`config.mk`:
```
export PLATFORM = sky130hd
export DESIGN_NAME = global_history_lru_predictor_top
export DESIGN_NICKNAME = d
export VERILOG_FILES = /design/src/sv/ghlp_pkg.sv /design/src/sv/ghlp_cfg.sv /design/src/sv/ghlp_cell.sv /design/src/sv/global_history_lru_predictor_top.sv
export SDC_FILE = /design/constraint.sdc
export NUM_CORES = 1
export LEC_CHECK = 0
export ABC_AREA = 1
export BUFFER_PORTS_ARGS = -buffer_cell sky130_fd_sc_hd__buf_2
export CAP_MARGIN = 20
export CELL_PAD_IN_SITES_DETAIL_PLACEMENT = 1
export CELL_PAD_IN_SITES_GLOBAL_PLACEMENT = 1
export CORE_MARGIN = 4
export CORE_UTILIZATION = 30
export CTS_CLUSTER_SIZE = 8
export DETAILED_ROUTE_END_ITERATION = 10
export PLACE_DENSITY = 0.58
export SYNTH_ARGS = -nofsm -noshare
export SYNTH_HDL_FRONTEND = slang
export SYNTH_SLANG_ARGS = --single-unit
```
`constraint.sdc`:
```
create_clock -name clk_i -period 4.53 [get_ports clk_i]
set_clock_uncertainty 0.05 [all_clocks]
set_input_delay 0.453 -clock clk_i [delete_from_list [all_inputs] [get_ports clk_i]]
set_output_delay 0.453 -clock clk_i [all_outputs]
set_load 0.05 [all_outputs]
```
`src/sv/ghlp_pkg.sv`:
```
package ghlp_pkg;

  localparam int TableEntries = 16;
  localparam int MaxHistory   = 16;

  localparam int HistLenW = 5;
  localparam int StatesW  = 9;
  localparam int CtrW     = 8;
  localparam int AddrW    = 3;
  localparam int DataW    = 32;

  // register index codes, taken from paddr[2]
  localparam logic [0:0] RegHistoryBits   = 1'd0;
  localparam logic [0:0] RegCounterStates = 1'd1;

  localparam logic [HistLenW-1:0] HistBitsReset = 5'd8;
  localparam logic [StatesW-1:0]  StatesReset   = 9'd4;

  typedef struct packed {
    logic [HistLenW-1:0] history_bits;
    logic [StatesW-1:0]  counter_states;
  } cfg_t;

  typedef struct packed {
    logic                  valid;
    logic [MaxHistory-1:0] key;
    logic [CtrW-1:0]       ctr;
  } entry_t;

  // lookup result handed up the row from the least recent end
  typedef struct packed {
    logic            hit;
    logic [CtrW-1:0] ctr;
  } sel_t;

endpackage

```
`src/sv/ghlp_cfg.sv`:
```
module ghlp_cfg (
  input  logic                         clk_i,
  input  logic                         rst_ni,
  input  logic                         psel,
  input  logic                         penable,
  input  logic                         pwrite,
  input  logic [ghlp_pkg::AddrW-1:0]   paddr,
  input  logic [ghlp_pkg::DataW-1:0]   pwdata,
  output logic [ghlp_pkg::DataW-1:0]   prdata,
  output logic                         pready,
  output ghlp_pkg::cfg_t               cfg_o
);
  import ghlp_pkg::*;

  logic [HistLenW-1:0] hist_bits_q, hist_bits_d;
  logic [StatesW-1:0]  states_q, states_d;
  logic                wr_en;
  logic [0:0]          reg_idx;

  assign pready  = 1'b1;
  assign wr_en   = psel & penable & pwrite;
  assign reg_idx = paddr[2:2];

  always_comb begin
    hist_bits_d = hist_bits_q;
    states_d    = states_q;
    prdata      = '0;
    unique case (reg_idx)
      RegHistoryBits: begin
        prdata = {{(DataW-HistLenW){1'b0}}, hist_bits_q};
        if (wr_en) hist_bits_d = pwdata[HistLenW-1:0];
      end
      RegCounterStates: begin
        prdata = {{(DataW-StatesW){1'b0}}, states_q};
        if (wr_en) states_d = pwdata[StatesW-1:0];
      end
      default: prdata = '0;
    endcase
  end

  always_ff @(posedge clk_i or negedge rst_ni) begin
    if (!rst_ni) begin
      hist_bits_q <= HistBitsReset;
      states_q    <= StatesReset;
    end else begin
      hist_bits_q <= hist_bits_d;
      states_q    <= states_d;
    end
  end

  assign cfg_o.history_bits   = hist_bits_q;
  assign cfg_o.counter_states = states_q;

endmodule

```
`src/sv/ghlp_cell.sv`:
```
module ghlp_cell (
  input  logic                            clk_i,
  input  logic                            rst_ni,
  input  logic                            step_i,
  input  logic                            miss_i,
  input  logic [ghlp_pkg::MaxHistory-1:0] key_i,
  input  ghlp_pkg::entry_t                entry_i,
  input  ghlp_pkg::sel_t                  sel_i,
  output ghlp_pkg::sel_t                  sel_o,
  output ghlp_pkg::entry_t                entry_o
);
  import ghlp_pkg::*;

  logic                  valid_q, valid_d;
  logic [MaxHistory-1:0] key_q, key_d;
  logic [CtrW-1:0]       ctr_q, ctr_d;
  logic                  hit;
  logic                  shift;

  assign hit = valid_q && (key_q == key_i);

  always_comb begin
    if (hit) begin
      sel_o.hit = 1'b1;
      sel_o.ctr = ctr_q;
    end else begin
      sel_o = sel_i;
    end
  end

  // take the neighbor's entry when the hit lies here or further down, or on a miss
  assign shift = step_i && (miss_i || sel_o.hit);

  always_comb begin
    valid_d = valid_q;
    key_d   = key_q;
    ctr_d   = ctr_q;
    if (shift) begin
      valid_d = entry_i.valid;
      key_d   = entry_i.key;
      ctr_d   = entry_i.ctr;
    end
  end

  always_ff @(posedge clk_i or negedge rst_ni) begin
    if (!rst_ni) begin
      valid_q <= 1'b0;
    end else begin
      valid_q <= valid_d;
    end
  end

  always_ff @(posedge clk_i) begin
    key_q <= key_d;
    ctr_q <= ctr_d;
  end

  assign entry_o.valid = valid_q;
  assign entry_o.key   = key_q;
  assign entry_o.ctr   = ctr_q;

endmodule

```
`src/sv/global_history_lru_predictor_top.sv`:
```
// Global history predictor with a fully associative, LRU-ordered pattern table.
// Input channel (in_valid_i / in_ready_o / taken_i): one transaction per
// resolved branch, carrying its actual outcome.
// Output channel (out_valid_o / out_ready_i / predict_taken_o): one transaction
// per input, the prediction made from the table before it was updated.
// The table is a row of cells kept in recency order, most recent first. Each
// lookup compares the history key against every cell at once; the hit entry,
// or a fresh one on a miss, is written to the head while the cells above the
// hit move one place down, dropping the least recent entry when full.
// The prediction is registered in the output register; throughput is one
// branch per cycle while the receiver takes each prediction as it comes.
// When the receiver stalls, the prediction waits in the output register and
// further branches are refused until it is taken.
// Reset empties the table, clears history and the output valid flag, and loads
// history_bits = 8 and counter_states = 4. Registers sit on the APB port at
// byte addresses 0 and 4; write them only while no transaction is pending.
module global_history_lru_predictor_top (
  input  logic                         clk_i,
  input  logic                         rst_ni,
  input  logic                         psel,
  input  logic                         penable,
  input  logic                         pwrite,
  input  logic [ghlp_pkg::AddrW-1:0]   paddr,
  input  logic [ghlp_pkg::DataW-1:0]   pwdata,
  output logic [ghlp_pkg::DataW-1:0]   prdata,
  output logic                         pready,
  input  logic                         in_valid_i,
  output logic                         in_ready_o,
  input  logic                         taken_i,
  output logic                         out_valid_o,
  input  logic                         out_ready_i,
  output logic                         predict_taken_o
);
  import ghlp_pkg::*;

  cfg_t                  cfg;
  logic [HistLenW-1:0]   hist_len;
  logic [StatesW-1:0]    states;
  logic [CtrW-1:0]       half;
  logic [StatesW-1:0]    ctr_top;
  logic [MaxHistory:0]   hist_mask;
  logic [MaxHistory-1:0] hist_q, hist_d;
  logic                  out_valid_q, out_valid_d;
  logic                  pred_q, pred_d;
  logic                  step;
  logic                  miss;
  logic [CtrW-1:0]       ctr_cur;
  logic [CtrW-1:0]       ctr_new;
  entry_t                head;
  entry_t                ent [TableEntries];
  sel_t                  sel [TableEntries+1];

  ghlp_cfg u_cfg (
    .clk_i   (clk_i),
    .rst_ni  (rst_ni),
    .psel    (psel),
    .penable (penable),
    .pwrite  (pwrite),
    .paddr   (paddr),
    .pwdata  (pwdata),
    .prdata  (prdata),
    .pready  (pready),
    .cfg_o   (cfg)
  );

  always_comb begin
    hist_len = cfg.history_bits;
    if (hist_len == '0) hist_len = HistLenW'(1);
    else if (32'(hist_len) > MaxHistory) hist_len = HistLenW'(MaxHistory);
    states = cfg.counter_states;
    if (states < StatesW'(2)) states = StatesW'(2);
    else if (states > StatesW'(256)) states = StatesW'(256);
  end

  assign half    = states[StatesW-1:1];
  assign ctr_top = states - StatesW'(1);

  assign in_ready_o = !out_valid_q || out_ready_i;
  assign step       = in_valid_i && in_ready_o;

  assign sel[TableEntries] = '0;
  assign miss = !sel[0].hit;

  for (genvar i = 0; i < TableEntries; i++) begin : g_row
    if (i == 0) begin : g_head
      ghlp_cell u_cell (
        .clk_i   (clk_i),
        .rst_ni  (rst_ni),
        .step_i  (step),
        .miss_i  (miss),
        .key_i   (hist_q),
        .entry_i (head),
        .sel_i   (sel[i+1]),
        .sel_o   (sel[i]),
        .entry_o (ent[i])
      );
    end else begin : g_body
      ghlp_cell u_cell (
        .clk_i   (clk_i),
        .rst_ni  (rst_ni),
        .step_i  (step),
        .miss_i  (miss),
        .key_i   (hist_q),
        .entry_i (ent[i-1]),
        .sel_i   (sel[i+1]),
        .sel_o   (sel[i]),
        .entry_o (ent[i])
      );
    end
  end

  // a fresh entry starts at half plus the newest history bit
  assign ctr_cur = sel[0].hit ? sel[0].ctr : (half + CtrW'(hist_q[0]));

  always_comb begin
    ctr_new = ctr_cur;
    if (taken_i) begin
      if ({1'b0, ctr_cur} < ctr_top) ctr_new = ctr_cur + CtrW'(1);
    end else begin
      if (ctr_cur != '0) ctr_new = ctr_cur - CtrW'(1);
    end
  end

  assign head.valid = 1'b1;
  assign head.key   = hist_q;
  assign head.ctr   = ctr_new;

  assign hist_mask = ({{MaxHistory{1'b0}}, 1'b1} << hist_len) - {{MaxHistory{1'b0}}, 1'b1};

  always_comb begin
    hist_d      = hist_q;
    pred_d      = pred_q;
    out_valid_d = out_valid_q;
    if (out_ready_i) out_valid_d = 1'b0;
    if (step) begin
      hist_d      = ({hist_q[MaxHistory-2:0], 1'b0} & hist_mask[MaxHistory-1:0])
                    | {{(MaxHistory-1){1'b0}}, taken_i};
      pred_d      = ctr_cur > half;
      out_valid_d = 1'b1;
    end
  end

  always_ff @(posedge clk_i or negedge rst_ni) begin
    if (!rst_ni) begin
      hist_q      <= '0;
      out_valid_q <= 1'b0;
    end else begin
      hist_q      <= hist_d;
      out_valid_q <= out_valid_d;
    end
  end

  always_ff @(posedge clk_i) begin
    pred_q <= pred_d;
  end

  assign out_valid_o     = out_valid_q;
  assign predict_taken_o = pred_q;

endmodule
```
After elaboration in Yosys (flattened, before gate mapping)
Cells that the tools add are included.
W data, S select, Z words.
{"block": "word_totals", "reg_bits": 432, "inputBits": 43, "out_inout_bits": 36, "word_cells": 167}
{"block": "op_classes", "n_addsub": 5, "magnitude_cmp": 5, "eq_ne": 16, "shift": 1, "mux": 27, "n_bitwise": 5, "n_reduce_logical": 55}
{"op": "$eq A16 B16 Y1", "count": 16}
{"op": "$mux W9", "count": 18}
{"op": "$pmux W32 S2", "count": 1}
{"op": "$logic_and A1 B1 Y1", "count": 32}
{"op": "$mux W8", "count": 4}
{"op": "$and A16 B16 Y16", "count": 1}
{"op": "$logic_or A1 B1 Y1", "count": 16}
{"op": "$or A16 B1 Y16", "count": 1}
{"op": "$shl A1 B5 Y16 const A", "count": 1}
{"op": "$sub A16 B1 Y16 const B", "count": 1}
{"op": "$mux W5", "count": 2}
{"op": "$gt A9 B9 Y1 const B", "count": 1}
{"op": "$lt A8 B9 Y1", "count": 1}
{"op": "$lt A9 B2 Y1 const B", "count": 1}
{"op": "$sub A9 B1 Y9 const B", "count": 1}
{"op": "$add A8 B1 Y8", "count": 1}
{"op": "$add A8 B1 Y8 const B", "count": 1}
{"op": "$gt A8 B8 Y1", "count": 1}
{"op": "$reduce_bool A8 Y1", "count": 1}
{"op": "$sub A8 B1 Y8 const B", "count": 1}
{"op": "$gt A5 B5 Y1 const B", "count": 1}
{"op": "$logic_not A5 Y1", "count": 1}
{"op": "$reduce_and A2 Y1", "count": 2}
{"op": "$and A1 B1 Y1", "count": 2}
{"op": "other kinds (4)", "count": 6}

Depth between registers and ports, before layout
Gate-level depths: netlist of the first run.
{"block": "logic_depth", "depth_word": 22, "depth_mapped": 49, "mapped_depth_nobuf": 47}

Cells and area by module
From an unflattened synthesis of the first run, not the netlist that was laid out.
{"block": "hier_totals", "hier_cells": 2732, "hier_area_um2": 23647.7}
{"module": "ghlp_cell", "instances": 16, "cells_each": 137, "area_per_inst_um2": 1261.2, "seq_area_each_um2": 745.7}
{"module": "global_history_lru_predictor_top", "instances": 1, "cells_each": 425, "area_per_inst_um2": 2578.7, "seq_area_each_um2": 455.4}
{"module": "ghlp_cfg", "instances": 1, "cells_each": 115, "area_per_inst_um2": 889.6, "seq_area_each_um2": 352.8}

Least setup slack after synthesis of the first run
OpenSTA, ideal clock, no wires.
{"block": "synth_path", "path_type": "register to register", "start": "register hist_q[9]", "end": "register g_row[0].g_head.u_cell.ctr_q[6], data pin", "setup_ns": 0.256, "t_arrival_ns": 3.940, "t_required_ns": 4.224, "setup_slack_ns": 0.284, "stages_incl_launch_ff": 44, "path_buffers": 2, "synth_period_minus_slack_ns": 4.246, "path_cell_list": "dfrtp_1 > buf_6 > inv_4 > buf_6 > nor2_2 > nor3_2 > nand4_1 > nor2_2 > nand3_4 > nand2_1 > nand2_1 > nand2_1 > nand2_1 > nand2_1 > nand2_1 > nand2_1 > nand2_1 > o21ai_1 > [8 not listed] > nand2_1 > nand2_1 > nand2_1 > nand2_1 > nand2_1 > a21oi_2 > inv_1 > ha_1 > nand4_1 > inv_1 > a221oi_1 > nand2_1 > nor2_2 > nand2_1 > nor2_1 > nor2_1 > nand2_1 > nand2_1"}
{"block": "synth_between", "elab_chain_cells": 22, "elab_cells_between_ends": 56, "cone_classes": "2 x add/sub; 1 x order compare; 16 x eq/ne; 20 x mux; 17 x reduce/logical"}
{"element": "from (decl)", "line": "global_history_lru_predictor_top.sv:42", "text": "logic [MaxHistory-1:0] hist_q, hist_d;"}
{"element": "from (signal assigned)", "line": "global_history_lru_predictor_top.sv:148", "text": "hist_q <= hist_d;"}
{"element": "$eq A16 B16 Y1", "line": "ghlp_cell.sv:20", "text": "assign hit = valid_q && (key_q == key_i);"}
{"element": "$logic_and A1 B1 Y1", "line": "ghlp_cell.sv:20"}
{"element": "$mux W9 (15 in a row)", "line": "ghlp_cell.sv:23", "text": "if (hit) begin"}
{"element": "$mux W9 (*)", "line": "ghlp_cell.sv:23"}
{"element": "$mux W8 (*)", "line": "global_history_lru_predictor_top.sv:113", "text": "assign ctr_cur = sel[0].hit ? sel[0].ctr : (half + CtrW'(hist_q[0]));"}
{"element": "$sub A8 B1 Y8 (tied with other cells)", "line": "global_history_lru_predictor_top.sv:120", "text": "if (ctr_cur != '0) ctr_new = ctr_cur - CtrW'(1);"}
{"element": "$mux W8, on equally long branches", "line": "global_history_lru_predictor_top.sv:120, global_history_lru_predictor_top.sv:118"}
{"element": "$mux W8 (*)", "line": "global_history_lru_predictor_top.sv:117", "text": "if (taken_i) begin"}
{"element": "named net ctr_new[6]", "line": "global_history_lru_predictor_top.sv:48", "text": "logic [CtrW-1:0] ctr_new;"}
{"element": "to (signal assigned)", "line": "ghlp_cell.sv:55", "text": "ctr_q <= ctr_d;"}
{"element": "to (decl)", "line": "ghlp_cell.sv:16", "text": "logic [CtrW-1:0] ctr_q, ctr_d;"}
Mark *: on every way through the listed nets, which the timed path passes. The rest lies on a longest branch.
A chain may end at the register's enable or synchronous reset.

Final worst setup path of the first run
{"block": "layout_path", "start": "register hist_q[0]", "end": "register g_row[0].g_head.u_cell.ctr_q[7], data pin"}
{"block": "layout_between", "elab_chain_cells": 22, "elab_cells_between_ends": 57, "cone_classes": "3 x add/sub; 1 x order compare; 16 x eq/ne; 20 x mux; 17 x reduce/logical"}
{"element": "$eq A16 B16 Y1", "line": "ghlp_cell.sv:20"}
{"element": "$logic_and A1 B1 Y1", "line": "ghlp_cell.sv:20"}
{"element": "$mux W9 (16 in a row)", "line": "ghlp_cell.sv:23"}
{"element": "$mux W8 (*)", "line": "global_history_lru_predictor_top.sv:113"}
{"element": "$sub A8 B1 Y8 (tied with other cells)", "line": "global_history_lru_predictor_top.sv:120"}
{"element": "$mux W8, on equally long branches", "line": "global_history_lru_predictor_top.sv:120, global_history_lru_predictor_top.sv:118"}
{"element": "$mux W8 (*)", "line": "global_history_lru_predictor_top.sv:117"}
{"element": "named net ctr_new[7]", "line": "global_history_lru_predictor_top.sv:48"}
Marked as above.

==> reports/summary.txt, run 1 <==
outcome: finished with violations
failing checks: setup timing
worst relative slew slack: 41.50%
post-DP HPWL: 62.05 mm
Hold Crit Depth: 4
via count: 19045
Worst EP required: 4.86 ns
Tightest Pin Transition: 0.8775 ns
CTS tree: built
DIE AREA: 79390 sq um
WHS Endpoint: out_valid_o
DIE HEIGHT: 281.8 microns
Initial Utilization: 30.25%
Reg-to-Reg End: g_row[0].g_head.u_cell.ctr_q[7]
Worst Slack Setup Final: -0.4481 ns
CP Launch Type: flop
Area growth syn-to-layout: 32.02%
Peak Freq: 0.2009 GHz
Yosys warning count: 0
total CTS buffers: 60
Worst Path Buf+Inv: 8
Ports: 79
CTS sink cnt: 432
Hold Path Origin: out_ready_i
family with the most delay on the worst path: simple AND/OR/NAND/NOR gates
LEAKAGE: 0.01286 uW
nets: 2925
Root Driver: clkbuf_16
Hold Path Class: input port to flop
Setup CP Type: flop to flop
Seq/Total Area, Yosys: 56.66%
Final GP Congestion: 0.9210
vias in the first global route: 20652
Final period util: 109.9%
clock slew seen by the registers of the worst setup and hold paths: 0.05 ns
routed vias/inst: 4.916
worst vdd ir: 332.7 uV
#FFs+latches synth: 432
first-pass GRT wire length: 124.5 mm
1st-pass router iterations: 5
Total Routing Usage GR: 20.61%
Cell Pwr Density: 386.7 nW/um^2
WL per Instance: 21.21 microns
flop-to-flop setup slack: -0.45 ns
count of final setup violators: 8
htree depth: 2
CP max stage delay: 0.39 ns
Primary FF master, synth: edfxtp_1
core box area: 74320 sq um
post-synthesis cell type count: 68
Final min period: 4.978 ns
Crit Reg-Reg Startpoint: hist_q[0]
path depth of the worst reg2reg path: 28
share of cells above drive strength 1: 28.54%
final hold viol count: 0
EDFF count, synth: 385
Post-Syn Area: 22490 sq um
CP endpoint kind: flop
Slew Viols, Final: 0
Post-synth ARST share: 10.88%
largest net degree at the start of global routing: 48
Core Rows: 100
unrepaired setup endpoints after global routing: yes
Initial DRC Count: 1009
synthesized area per cell: 9.436 sq um
Post-Place Worst Slack: -0.7770 ns
Final ANT Viol Nets: 0
grt ovf: 0
drc violations: 0
cell count after synthesis: 2383
clk_lat worst skew: 0.66 ns
# Max-Cap Violations: 0
crit-path max FO: 10
clk buf depth: 3
drt total wl: 82.15 mm
Port Buf Inserts: 29
Ant. Diodes: 0
Die Wd: 281.8 microns
crit-path most repeated cell: buf_4
Critical Path AT: 5.30 ns
antenna violations before repair: 0
hold_ws: 0.05086 ns
slowest CP cell: dfrtp_1
==> synth_stat cells, drive strengths merged, types with 14 or more instances <==
library cell  instances  area, sq um
nand2               595         2301
edfxtp              385        11560
inv                 276         1046
nor2                262         1047
o21ai                92        464.2
buf                  82        580.6
nand3                79        422.9
or2                  79        494.2
nand4                77        488.0
a21oi                68        355.3
nor3                 66        355.3
xor2                 65        569.3
nor4                 56        356.6
dfrtp                45         1126
ha                   22        275.3
xnor2                19        166.4
o22ai                16        106.4
o2111ai              14        122.6
==> power by group <==
group / internal (uW) / switching (uW)
Clock: 2520 / 1770
Sequential: 4750 / 268
Combinational: 838 / 1330
==> registers in the layout, summed over array words and instances, names as in the netlist <==
signal,flops
g_row.g_body.u_cell.ctr_q,120
g_row.g_head.u_cell.key_q,16
g_row.g_body.u_cell.key_q,240
out_valid_o,1
g_row.g_head.u_cell.ctr_q,8
u_cfg.states_q,9
u_cfg.hist_bits_q,5
predict_taken_o,1
g_row.g_head.u_cell.valid_q,1
hist_q,16
g_row.g_body.u_cell.valid_q,15
==> placed cells by master, fill, tap and decap left out, types with 43 or more instances in the layout <==
| cell type | n |
|---|---|
| edfxtp_1 | 385 |
| nand3_1 | 69 |
| or2_2 | 64 |
| buf_4 | 393 |
| nor4_1 | 49 |
| nand2_2 | 50 |
| nor2_1 | 231 |
| xor2_1 | 60 |
| nand4_1 | 76 |
| nand2_1 | 531 |
| a21oi_1 | 53 |
| inv_1 | 243 |
| o21ai_0 | 74 |
| clkbuf_16 | 60 |
| clkbuf_1 | 43 |
| nor3_1 | 54 |
==> per-stage QoR <==
step / TNS, ns / std cells / total power [uW] / area (sq um) / utilization (%)
global placement: -6.930 / 3718 / 6919 / 26610 / 35.81
global route: -5.173 / 3874 / 12010 / 29680 / 39.94
floorplan: 0 / 2406 / 6046 / 22570 / -
detailed placement: -8.324 / 3718 / 6978 / 26610 / 35.81
CTS: -2.517 / 3867 / 11480 / 29240 / 39.35
finish: -2.622 / 3874 / 11480 / 29680 / 39.94
==> metal layers <==
layer	track usage (%)	up-vias	wire length (microns)
met1	25.47	9473	34560
met5	0	-	0
li1	-	8991	-
met2	36.99	419	41180
met4	7.214	0	3003
met3	2.766	162	3407
==> area by class of cell <==
| class | count | area, sq um |
|---|---|---|
| clock buffers | 103 | 1663 |
| repair inverters | 1 | 5.005 |
| fillers | 8563 | 44640 |
| inverters | 279 | 1099 |
| clock inverters | 4 | 98.84 |
| repair buffers | 486 | 4013 |
| multi-input cells | 1600 | 8841 |
| well taps | 969 | 1212 |
| flip-flops and latches | 432 | 12750 |
==> worst reg2reg max path: cells and delay by family (launching register included) <==
kind                     cells  cell delay (ns)
adder cells (fa/ha/maj)      1             0.27
buffers and inverters        8             1.03
flip-flops                   1             0.39
AO/OA/AOI/OAI                7             1.46
AND/OR/NAND/NOR             12             1.52
==> repair_timing <==
action,4_1_cts,5_1_grt
setup buffers,35,12
gates resized for setup,125,103
setup endpoints to repair,128,130
hold buffers,6,0
hold endpoints to repair,48,0
gates cloned,2,0
pin swaps,29,50
==> kinds of logic (layout without fill, tap and decap cells) <==
family	after synthesis	in the layout	share of synthesized area (%)
compound gates	229	229	6.077
xor+xnor	84	84	3.272
buf+inv	374	873	7.507
mux	1	1	0.05008
flops	432	432	56.66
fa+ha+maj	22	22	1.224
other cells	2	25	0.03340
simple gates	1239	1239	25.18
==> worst max path at each step <==
stage          slack [ns]                         endpoint      start  cells past startpoint
3_5_place_dp        -0.78  g_row[0].g_head.u_cell.ctr_q[6]  hist_q[9]                     45
6_report            -0.45  g_row[0].g_head.u_cell.ctr_q[7]  hist_q[0]                     28
2_1_floorplan        0.28  g_row[0].g_head.u_cell.ctr_q[6]  hist_q[9]                     43
4_1_cts             -0.37  g_row[0].g_head.u_cell.ctr_q[7]  hist_q[9]                     43
5_1_grt             -0.70  g_row[0].g_head.u_cell.ctr_q[7]  hist_q[0]                     28
3_3_place_gp        -0.74  g_row[0].g_head.u_cell.ctr_q[6]  hist_q[9]                     45
No activity file was read; power rests on OpenSTA's default activity.
==> run 2, diff against run 1 <==
--- a/config.mk
+++ b/config.mk
@@ -14,7 +14,7 @@
 export CORE_UTILIZATION = 30
 export CTS_CLUSTER_SIZE = 8
 export DETAILED_ROUTE_END_ITERATION = 10
-export PLACE_DENSITY = 0.58
+export PLACE_DENSITY = 0.56
 export SYNTH_ARGS = -nofsm -noshare
 export SYNTH_HDL_FRONTEND = slang
 export SYNTH_SLANG_ARGS = --single-unit
==> constraint.sdc (replaced) <==
create_clock -name clk_i -period 4.9 [get_ports clk_i]
set_clock_uncertainty 0.05 [all_clocks]
set_input_delay 0.49 -clock clk_i [delete_from_list [all_inputs] [get_ports clk_i]]
set_output_delay 0.49 -clock clk_i [all_outputs]
set_load 0.05 [all_outputs]
==> reports/summary.txt, run 2 (synthesized netlist as in run 1, its figures left out) <==
outcome: finished with violations
failing checks: setup timing
nets: 2801
CTS sink cnt: 432
vias in the first global route: 19631
grt ovf: 0
most frequent cells in the layout: 538 x nand2_1, 385 x edfxtp_1, 287 x buf_4, 243 x inv_1, 237 x nor2_1
CTS tree: built
# Max-Cap Violations: 0
clk buf depth: 3
M1 GR Usage: 24.87%
worst relative slew slack: 33.46%
Total Routing Usage GR: 19.74%
share of cells above drive strength 1: 24.38%
Final period util: 101.3%
slowest CP cell: dfrtp_2
met3 global-route usage: 2.451%
final hold viol count: 0
crit-path most repeated cell: nand4_1
Die Wd: 281.8 microns
Cell Pwr Density: 365.0 nW/um^2
post-DP HPWL: 59.93 mm
Setup CP Type: flop to flop
drt total wl: 78.84 mm
largest net degree at the start of global routing: 48
Initial Utilization: 30.25%
Worst Slack Setup Final: -0.06426 ns
Peak Freq: 0.2014 GHz
Final ANT Viol Nets: 0
clk_lat worst skew: 0.64 ns
Root Driver: clkbuf_16
Core Rows: 100
count of final setup violators: 3
unrepaired setup endpoints after global routing: yes
Reg with most FFs: g_row.g_body.u_cell.key_q
DIE AREA: 79390 sq um
CP endpoint kind: flop
Slew Viols, Final: 0
Area growth syn-to-layout: 26.03%
CP Launch Type: flop
antenna violations before repair: 1
flop-to-flop setup slack: -0.06 ns
Worst EP required: 5.22 ns
CP max stage delay: 0.45 ns
Hold Path Class: input port to flop
Port Buf Inserts: 29
Critical Path AT: 5.28 ns
crit-path max FO: 7
LEAKAGE: 0.01216 uW
clock slew seen by the registers of the worst setup and hold paths: 0.06 ns
most common cell after layout, fill and taps aside: nand2_1
Largest register FFs: 240
setup total negative slack: -0.09429 ns
routed vias/inst: 4.879
Initial DRC Count: 1204
WL per Instance: 20.99 microns
worst vdd ir: 247.2 uV
Final min period: 4.964 ns
DIE HEIGHT: 281.8 microns
drc violations: 0
core box area: 74320 sq um
met2 Use GR: 34.58%
Ports: 79
1st-pass router iterations: 5
layer with the highest usage: met2
via count: 18327
first-pass GRT wire length: 118.8 mm
Tightest Pin Transition: 0.9981 ns
Post-Place Worst Slack: -0.3611 ns
htree depth: 2
Final Power: 10340 uW
Final GP Congestion: 0.8819
largest registers: g_row.g_body.u_cell.key_q (240), g_row.g_body.u_cell.ctr_q (120)
total CTS buffers: 60
==> run 2: per-stage QoR <==
step                      instances  hold WS, ns  util [%]  instance area [sq um]
final                          3756      0.04605     38.13                  28340
after global routing           3754      0.04345     38.12                  28330
after CTS                      3746     0.006750     37.62                  27960
after detailed placement       3613       0.3778     34.66                  25760
after global placement         3613       0.3733     34.66                  25760
after floorplan                2406       0.1444         -                  22570
==> run 2: area by class of cell <==
cell class              instances  area, sq um
well taps                     969         1212
fillers                      8583        45980
repair buffers                362         2960
clock inverters                 4        50.05
repair inverters                1        5.005
inverters                     279         1085
flip-flops and latches        432        12750
multi-input cells            1600         8582
diodes                          2        5.005
clock buffers                 107         1688
==> run 2: power by group <==
group / internal [uW] / switching, uW
Sequential: 4390 / 243
Clock: 2300 / 1630
Combinational: 632 / 1150
Total: 7320 / 3020
==> run 2: path summary, 6_finish.rpt <==
kind / cells past startpoint / from / to
worst min-delay path: 2 / pwdata[7] / u_cfg.states_q[7]
worst max register to register: 29 / hist_q[4] / g_row[0].g_head.u_cell.ctr_q[7]
worst min register to register: 0 / g_row[7].g_body.u_cell.ctr_q[6] / g_row[8].g_body.u_cell.ctr_q[6]
min in group asynchronous: 3 / rst_ni / u_cfg.hist_bits_q[1]
worst max-delay path: 29 / hist_q[4] / g_row[0].g_head.u_cell.ctr_q[7]
max in group asynchronous: 3 / rst_ni / hist_q[12]
==> run 2: worst max-delay path: cells and delay by family, from the launching register on <==
family / cells / cell delay [ns]
AO/OA/AOI/OAI: 3 / 0.56
adder cells (fa/ha/maj): 1 / 0.23
buffers and inverters: 8 / 1.11
flip-flops: 1 / 0.45
AND/OR/NAND/NOR: 17 / 2.28
==> run 2: layer usage <==
layer,wire (microns),vias up
met5,0,-
met4,3178,0
met3,2904,147
met2,38660,404
met1,34110,9040
li1,-,8736
==> run 2: timing repair <==
item	in CTS	in global routing
hold endpoints to repair	18	0
cloned	1	0
setup endpoints to repair	8	22
hold buffers	1	0
resized for setup	78	87
pin swaps	37	68
buffers inserted	20	9
